`config.mk`:
```
export PLATFORM = sky130hd
export DESIGN_NAME = utf8_code_point_segmenter
export DESIGN_NICKNAME = d
export VERILOG_FILES = /design/src/rtl/utf8seg_pkg.sv /design/src/rtl/utf8seg_inreg.sv /design/src/rtl/utf8seg_step.sv /design/src/rtl/utf8seg_outbuf.sv /design/src/rtl/utf8_code_point_segmenter.sv
export VERILOG_INCLUDE_DIRS = /design/src /design/src/rtl
export SDC_FILE = /design/constraint.sdc
export NUM_CORES = 1
export LEC_CHECK = 0
export ABC_AREA = 1
export BUFFER_PORTS_ARGS = -buffer_cell sky130_fd_sc_hd__buf_2
export CORE_UTILIZATION = 35
export DETAILED_ROUTE_END_ITERATION = 12
export MAX_ROUTING_LAYER = met4
export PLACE_DENSITY = 0.61
export SLEW_MARGIN = 10
export SYNTH_ARGS = -nofsm -noshare
export SYNTH_HDL_FRONTEND = slang
export SYNTH_HIERARCHICAL = 1
export SYNTH_SLANG_ARGS = --single-unit
```
`constraint.sdc`:
```
create_clock -name clk -period 3.25 [get_ports clk]
set_input_delay 0.65 -clock clk [delete_from_list [all_inputs] [get_ports clk]]
set_output_delay 0.65 -clock clk [all_outputs]
set_load 0.03 [all_outputs]
```
`src/rtl/utf8_code_point_segmenter_macros.svh`:
```
// Assertion macros shared by the segmenter modules.
// Both expect the clock clk and the reset arst_n in scope.
`ifndef UTF8_CODE_POINT_SEGMENTER_MACROS_SVH
`define UTF8_CODE_POINT_SEGMENTER_MACROS_SVH
`ifndef SYNTHESIS
`define SEG_ASSERT(label, prop) \
	label: assert property (@(posedge clk) disable iff (!arst_n) (prop)) \
		else $error("utf8 segmenter check failed");
`define SEG_ASSERT_NEXT(label, cond, nxt) \
	label: assert property (@(posedge clk) disable iff (!arst_n) (cond) |=> (nxt)) \
		else $error("utf8 segmenter sequence check failed");
`else
`define SEG_ASSERT(label, prop)
`define SEG_ASSERT_NEXT(label, cond, nxt)
`endif
`endif

```
`src/rtl/utf8seg_pkg.sv`:
```
package utf8seg_pkg;

	localparam int TDATA_W = 40;

	typedef struct packed {
		logic [7:0] code_unit;
		logic       end_of_string;
	} in_item_t;

	typedef struct packed {
		logic [7:0] byte_first;
		logic [7:0] byte_second;
		logic [7:0] byte_third;
		logic [7:0] byte_fourth;
		logic [2:0] byte_count;
		logic       replaced;
		logic       last_of_run;
	} res_t;

	// Up to two results produced by one byte, first in r0.
	typedef struct packed {
		logic [1:0] n;
		res_t       r0;
		res_t       r1;
	} step_out_t;

	localparam res_t REPL_RES = '{
		byte_first:  8'hEF,
		byte_second: 8'hBF,
		byte_third:  8'hBD,
		byte_fourth: 8'h00,
		byte_count:  3'd3,
		replaced:    1'b1,
		last_of_run: 1'b0
	};

	function automatic logic is_cont_byte(input logic [7:0] b);
		return b[7:6] == 2'b10;
	endfunction

	// Trail bytes a lead expects; zero for anything that is not a valid lead.
	function automatic logic [1:0] lead_need(input logic [7:0] b);
		logic [1:0] need;
		need = 2'd0;
		if (b >= 8'hC2 && b <= 8'hDF) begin
			need = 2'd1;
		end else if (b >= 8'hE0 && b <= 8'hEF) begin
			need = 2'd2;
		end else if (b >= 8'hF0 && b <= 8'hF4) begin
			need = 2'd3;
		end
		return need;
	endfunction

endpackage

```
`src/rtl/utf8seg_inreg.sv`:
```
module utf8seg_inreg
	import utf8seg_pkg::*;
(
	input  logic       clk,
	input  logic       arst_n,
	input  logic       s_axis_tvalid,
	output logic       s_axis_tready,
	input  logic [7:0] s_axis_tdata,   // [7:0] code_unit
	input  logic       s_axis_tlast,   // end_of_string
	input  logic       take,
	output logic       item_valid,
	output in_item_t   item
);

	logic     valid_s1;
	in_item_t item_s1;

	assign s_axis_tready = !valid_s1 || take;
	assign item_valid    = valid_s1;
	assign item          = item_s1;

	always_ff @(posedge clk or negedge arst_n) begin
		if (!arst_n) begin
			valid_s1 <= 1'b0;
		end else if (s_axis_tready) begin
			valid_s1 <= s_axis_tvalid;
		end
	end

	always_ff @(posedge clk) begin
		if (s_axis_tready && s_axis_tvalid) begin
			item_s1 <= '{code_unit: s_axis_tdata, end_of_string: s_axis_tlast};
		end
	end

endmodule

```
`src/rtl/utf8seg_step.sv`:
```
`include "utf8_code_point_segmenter_macros.svh"

module utf8seg_step
	import utf8seg_pkg::*;
(
	input  logic      clk,
	input  logic      arst_n,
	input  logic      fire,
	input  in_item_t  item,
	output step_out_t step_out
);

	logic [23:0] pbytes_q;
	logic [1:0]  pcount_q;
	logic [1:0]  need_q;
	logic        absorb_q;

	logic [23:0] pbytes_d;
	logic [1:0]  pcount_d;
	logic [1:0]  need_d;
	logic        absorb_d;

	logic [7:0]  b;
	logic        eos;
	logic        trail;

	// byte taken as if nothing were open
	logic        fr_en;
	res_t        fr_res;
	logic [1:0]  fr_need;
	logic        fr_open;
	logic        fr_absorb;

	logic        lead_repl;
	logic        use_fresh;
	logic        tail_en;
	res_t        tail_res;
	logic [23:0] merged;
	logic [1:0]  need_dec;

	assign b     = item.code_unit;
	assign eos   = item.end_of_string;
	assign trail = is_cont_byte(b);

	always_comb begin
		fr_need   = lead_need(b);
		fr_en     = 1'b0;
		fr_res    = '0;
		fr_open   = 1'b0;
		fr_absorb = 1'b0;
		if (!b[7]) begin
			fr_en             = 1'b1;
			fr_res.byte_first = b;
			fr_res.byte_count = 3'd1;
		end else if (trail || eos) begin
			fr_en  = 1'b1;
			fr_res = REPL_RES;
		end else if (fr_need == 2'd0) begin
			fr_absorb = 1'b1;
		end else begin
			fr_open = 1'b1;
		end
	end

	always_comb begin
		case (pcount_q)
			2'd1:    merged = pbytes_q | {8'h00, b, 8'h00};
			2'd2:    merged = pbytes_q | {b, 16'h0000};
			default: merged = pbytes_q;
		endcase
	end

	assign need_dec = need_q - 2'd1;

	always_comb begin
		pbytes_d  = pbytes_q;
		pcount_d  = pcount_q;
		need_d    = need_q;
		absorb_d  = absorb_q;
		lead_repl = 1'b0;
		use_fresh = 1'b0;
		tail_en   = 1'b0;
		tail_res  = '0;
		if (absorb_q) begin
			if (!trail) begin
				lead_repl = 1'b1;
				use_fresh = 1'b1;
			end else if (eos) begin
				absorb_d = 1'b0;
				tail_en  = 1'b1;
				tail_res = REPL_RES;
			end
		end else if (pcount_q != 2'd0) begin
			if (!trail) begin
				lead_repl = 1'b1;
				use_fresh = 1'b1;
			end else if (need_dec == 2'd0 || pcount_q == 2'd3) begin
				// sequence complete
				tail_en              = 1'b1;
				tail_res.byte_first  = merged[7:0];
				tail_res.byte_second = merged[15:8];
				tail_res.byte_third  = merged[23:16];
				tail_res.byte_fourth = (pcount_q == 2'd3) ? b : 8'h00;
				tail_res.byte_count  = {1'b0, pcount_q} + 3'd1;
				pbytes_d             = '0;
				pcount_d             = 2'd0;
				need_d               = 2'd0;
			end else if (eos) begin
				tail_en  = 1'b1;
				tail_res = REPL_RES;
				pbytes_d = '0;
				pcount_d = 2'd0;
				need_d   = 2'd0;
			end else begin
				pbytes_d = merged;
				pcount_d = pcount_q + 2'd1;
				need_d   = need_dec;
			end
		end else begin
			use_fresh = 1'b1;
		end

		if (use_fresh) begin
			tail_en  = fr_en;
			tail_res = fr_res;
			pbytes_d = fr_open ? {16'h0000, b} : 24'h000000;
			pcount_d = fr_open ? 2'd1 : 2'd0;
			need_d   = fr_open ? fr_need : 2'd0;
			absorb_d = fr_absorb;
		end
	end

	// Order the results: an interrupted segment always comes first.
	always_comb begin
		step_out = '0;
		if (lead_repl) begin
			step_out.r0 = REPL_RES;
			if (tail_en) begin
				step_out.n              = 2'd2;
				step_out.r1             = tail_res;
				step_out.r1.last_of_run = 1'b1;
			end else begin
				step_out.n              = 2'd1;
				step_out.r0.last_of_run = 1'b1;
			end
		end else if (tail_en) begin
			step_out.n              = 2'd1;
			step_out.r0             = tail_res;
			step_out.r0.last_of_run = 1'b1;
		end
	end

	always_ff @(posedge clk or negedge arst_n) begin
		if (!arst_n) begin
			pbytes_q <= '0;
			pcount_q <= 2'd0;
			need_q   <= 2'd0;
			absorb_q <= 1'b0;
		end else if (fire) begin
			pbytes_q <= pbytes_d;
			pcount_q <= pcount_d;
			need_q   <= need_d;
			absorb_q <= absorb_d;
		end
	end

	`SEG_ASSERT(a_absorb_excl, !(absorb_q && (pcount_q != 2'd0)))
	`SEG_ASSERT(a_open_needs_trail, (pcount_q == 2'd0) || (need_q != 2'd0))
	`SEG_ASSERT_NEXT(a_absorb_hold, absorb_q && !fire, absorb_q)

endmodule

```
`src/rtl/utf8seg_outbuf.sv`:
```
`include "utf8_code_point_segmenter_macros.svh"

module utf8seg_outbuf
	import utf8seg_pkg::*;
(
	input  logic               clk,
	input  logic               arst_n,
	input  logic               load,
	input  step_out_t          step_out,
	output logic               free,
	output logic               m_axis_tvalid,
	input  logic               m_axis_tready,
	output logic [TDATA_W-1:0] m_axis_tdata,
	output logic               m_axis_tuser,
	output logic               m_axis_tlast
);

	logic [1:0] cnt_q;
	res_t       res0_q;
	res_t       res1_q;

	assign m_axis_tvalid = cnt_q != 2'd0;
	// the last word left may be replaced in the cycle it is taken
	assign free = (cnt_q == 2'd0) || (cnt_q == 2'd1 && m_axis_tready);

	assign m_axis_tdata = {5'b00000, res0_q.byte_count, res0_q.byte_fourth,
		res0_q.byte_third, res0_q.byte_second, res0_q.byte_first};
	assign m_axis_tuser = res0_q.replaced;
	assign m_axis_tlast = res0_q.last_of_run;

	always_ff @(posedge clk or negedge arst_n) begin
		if (!arst_n) begin
			cnt_q <= 2'd0;
		end else if (load) begin
			cnt_q <= step_out.n;
		end else if (m_axis_tvalid && m_axis_tready) begin
			cnt_q <= cnt_q - 2'd1;
		end
	end

	always_ff @(posedge clk) begin
		if (load) begin
			res0_q <= step_out.r0;
			res1_q <= step_out.r1;
		end else if (m_axis_tvalid && m_axis_tready && cnt_q == 2'd2) begin
			// advance the second word
			res0_q <= res1_q;
		end
	end

	`SEG_ASSERT(a_cnt_range, cnt_q != 2'd3)
	`SEG_ASSERT(a_pair_lead, (cnt_q != 2'd2) || (res0_q.replaced && !res0_q.last_of_run))

endmodule

```
`src/rtl/utf8_code_point_segmenter.sv`:
```
// UTF-8 code point segmenter: takes one byte per word (tlast marks the end of
// the string) and emits one word per code point with its 1 to 4 bytes and the
// byte count; malformed input (stray trail, missing trails, an invalid lead
// with the trails it swallows, or a sequence cut off by end of string) comes
// out as EF BF BD with tuser set. tlast on the output marks the last word a
// given input byte produced. A byte is taken every cycle while the output
// keeps up; a byte that breaks an open sequence can yield two words, which
// fill the two-slot output register, so the next byte is held back while
// both are in it. An accepted byte goes to the input register, and the
// combinational decode of it then loads the output register.
module utf8_code_point_segmenter
	import utf8seg_pkg::*;
(
	input  logic               clk,
	input  logic               arst_n,
	input  logic               s_axis_tvalid,
	output logic               s_axis_tready,
	input  logic [7:0]         s_axis_tdata,   // [7:0] code_unit
	input  logic               s_axis_tlast,   // end_of_string
	output logic               m_axis_tvalid,
	input  logic               m_axis_tready,
	// [7:0] byte_first, [15:8] byte_second, [23:16] byte_third,
	// [31:24] byte_fourth, [34:32] byte_count, [39:35] zero
	output logic [TDATA_W-1:0] m_axis_tdata,
	output logic               m_axis_tuser,   // replaced
	output logic               m_axis_tlast    // last_of_run
);

	logic      item_valid;
	in_item_t  item;
	logic      free;
	logic      fire;
	step_out_t step_out;

	assign fire = item_valid && free;

	utf8seg_inreg u_inreg (
		.clk           (clk),
		.arst_n        (arst_n),
		.s_axis_tvalid (s_axis_tvalid),
		.s_axis_tready (s_axis_tready),
		.s_axis_tdata  (s_axis_tdata),
		.s_axis_tlast  (s_axis_tlast),
		.take          (free),
		.item_valid    (item_valid),
		.item          (item)
	);

	utf8seg_step u_step (
		.clk      (clk),
		.arst_n   (arst_n),
		.fire     (fire),
		.item     (item),
		.step_out (step_out)
	);

	utf8seg_outbuf u_outbuf (
		.clk           (clk),
		.arst_n        (arst_n),
		.load          (fire),
		.step_out      (step_out),
		.free          (free),
		.m_axis_tvalid (m_axis_tvalid),
		.m_axis_tready (m_axis_tready),
		.m_axis_tdata  (m_axis_tdata),
		.m_axis_tuser  (m_axis_tuser),
		.m_axis_tlast  (m_axis_tlast)
	);

endmodule

```
==> summary.txt <==
Top Usage Layer GRT - met2
fraction of registers with async set/reset - 27.83%
clk sinks - 115
mean post-synth cell area - 9.187 sq um
Worst VDD drop - 0.0005209 V
RSZ-0062 raised after global routing - false
die area - 16,980 sq um
main flop type after synthesis - edfxtp_1
Worst EP arrival - 2.78 ns
share of layout cells above drive strength 1 - 18.05%
CTS root buf - clkbuf_16
Wirelength per Cell - 13.87 um
crit start category - flip-flop
critical path class - reg -> reg
Slew @ Worst Pin - 0.9233 ns
Post-synth EDFFs - 83
CTS tree - yes
most frequent cell after synthesis - nand2_1
worst setup margin - 0.7491 ns
P&R area growth vs syn - 16.75%
Layout Utilization - 42.03%
final setup fails - 0
Initial Utilization - 36.00%
Post-CTS Hold Fix Bufs - 0
maxcap violations - 0
Synth top area share - 43.27%
Inst Count DP - 871
CP endpoint kind - flip-flop
internal power - 4.535 mW
#FFs+latches synth - 115
deepest clock path buffer count - 2
Clk network pwr share - 26.3%
via/cell ratio - 4.610
sequential power share - 34.8%
crit-path max FO - 23
met3 usage - 5.166%
DRC - 0
worst setup path start - u_outbuf/cnt_q[0]
worst r2r src - u_outbuf/cnt_q[0]
Sw Pwr - 3.040 mW
Clock Latency Late Sink - 0.41 ns
DRT iter0 DRCs - 316
die extent in y - 130.3 um
relative slew slack - 38.23%
switching part of the total power - 40.13%
GR Layer Usage met2 - 25.16%
Worst path max stage delay - 0.45 ns
Antenna Cells - 0
Vias - 4,163
GPL Wtd Cong - 0.9561
first-pass GRT wire length - 20,490 um
Synth cell types - 30
worst path cell trace - inv_1 -> ha_1 -> inv_1 -> nand2_1 -> nand2_1 -> clkinvlp_4 -> nand2_1 -> inv_2 -> nand2_1 -> nand2_1 -> o21ai_0
f_max - 399.9 MHz
row count - 46
largest net degree at the start of global routing - 42
final hold viol count - 0
sequential area share after synthesis - 57.17%
global route overflow - 0
Netlist Area Pre-Place - 5761 sq um
Setup Skew - 0.005390 ns
antenna violations before repair - 0
clock-pin slew on the worst setup and hold paths - 0.05 ns
outcome - completed
I/O Pins - 57
Post-CTS Setup Bufs - 0
Slew Limit Fails - 0
nets - 697
hpwl dp - 8553 um
cts repair resizes - 0
Final Total Pwr - 7.575 mW
total core area - 16,000 sq um
Setup TNS Final - 0 ns
Die X-Extent - 130.3 um
H-Tree Level Count - 4
Commonest cells post-synth - nand2_1, edfxtp_1, inv_1
GRT met1 Usage - 21.87%
PwrDens - 1126 nW/um^2
Comb power frac - 38.8%
Setup WS pre-CTS - 0.7200 ns
Pre-Repair DR Iteration Count - 5
Slowest-stage cell, CP - inv_2
Mapped Cells - 627
Synth area leader - edfxtp_1
CTS Buf Count - 17
Leak Pwr - 2.994 nW
final antenna-violating net count - 0
aggregate global-route resource usage - 16.87%
main area contributors after synthesis - edfxtp_1, nand2_1, dfrtp_1
final period utilization - 76.95%
Hold Crit Class - in -> async
Non-Filler Instances - 903
Worst Path Required - 3.53 ns
vias in the first global route - 3,907
most used cell, CP - nand2_1
final WL - 12,520 um
Buffers on Ports - 51
minimum clock period - 2.501 ns
Yosys warnings - 6
-- power groups by stage --
stage | registers [mW] | clock network, mW | logic, mW
floorplan | 3.15 | 0 | 1.80
finish | 2.64 | 2.00 | 2.94
global route | 2.70 | 2.11 | 3.30
CTS | 2.64 | 2.03 | 2.97
detailed placement | 2.66 | 0 | 2.95
global placement | 2.66 | 0 | 2.96
-- per-layer routing --
layer / share of wire [%] / wire, um
met5: 0 / 0
met4: 1.2 / 145
met1: 46 / 5743
met2: 47 / 5902
met3: 5.8 / 732
-- placed cells by master (no fill, tap or decap), types with 7 or more instances in the layout --
cell type	n
a21oi_1	9
buf_2	51
clkbuf_16	17
conb_1	18
dfrtp_1	32
edfxtp_1	83
ha_1	10
inv_1	48
inv_2	7
nand2_1	245
nand2_2	7
nand3_1	19
nand4_1	7
nor2_1	46
o21ai_0	29
o22ai_1	7
o22ai_2	10
-- final timing paths --
path / end / slack, ns / depth (start not counted)
setup / recovery: u_step/pbytes_q[4] / 0.75 / 11
hold / removal: u_step/absorb_q / 0.31 / 1
setup reg to reg: u_step/pbytes_q[4] / 0.75 / 11
hold reg to reg: u_step/pbytes_q[5] / 0.49 / 2
max in group asynchronous: u_step/pbytes_q[12] / 2.46 / 1
min in group clk: u_inreg/item[4] / 0.41 / 1
-- through the flow --
step,instance area [sq um],hold WS [ns]
5_1_grt,6725,0.3502
3_5_place_dp,6093,0.4745
6_report,6725,0.3100
4_1_cts,6725,0.3237
3_3_place_gp,6093,0.4688
2_1_floorplan,5827,0.3544
-- state kept, by name, summed over array words and instances (netlist names) --
register and count:
u_outbuf/m_axis_tuser 1, u_outbuf/m_axis_tlast 1, u_step/absorb_q 1, u_step/need_q 2, u_step/pcount_q 2, u_outbuf/res1_q 37, u_outbuf/m_axis_tdata 35, u_step/pbytes_q 24
u_outbuf/cnt_q 2, u_inreg/item_valid 1, u_inreg/item 9
-- critical path: cells and delay by family (launching register included) --
| kind | cells | cell delay (ns) |
|---|---|---|
| and+or+nand+nor | 5 | 0.94 |
| buffers and inverters | 4 | 0.80 |
| DFF | 1 | 0.41 |
| adders and majority gates | 1 | 0.14 |
| AOI/OAI and AO/OA | 1 | 0.08 |
-- cells by family (layout without fill, tap and decap cells) --
family                     Yosys count  in the layout  share of synthesized area (%)
and+or+nand+nor                    334            334                          24.09
DFF                                115            115                          57.17
buffers and inverters              103            147                          9.166
AOI/OAI and AO/OA                   63             63                          7.276
adders and majority gates           10             10                          2.172
other                                2             18                         0.1304
-- cell type report --
class                      instances  area, sq um
multi-input combinational        425         2006
tap                              216        270.3
clock buffer                      20        446.7
clock inverter                    12        185.2
timing repair buffer              57        300.3
sequential                       115         3293
inverter                          58        224.0
fill                            1624         9275
No activity file was read; power rests on OpenSTA's default activity.
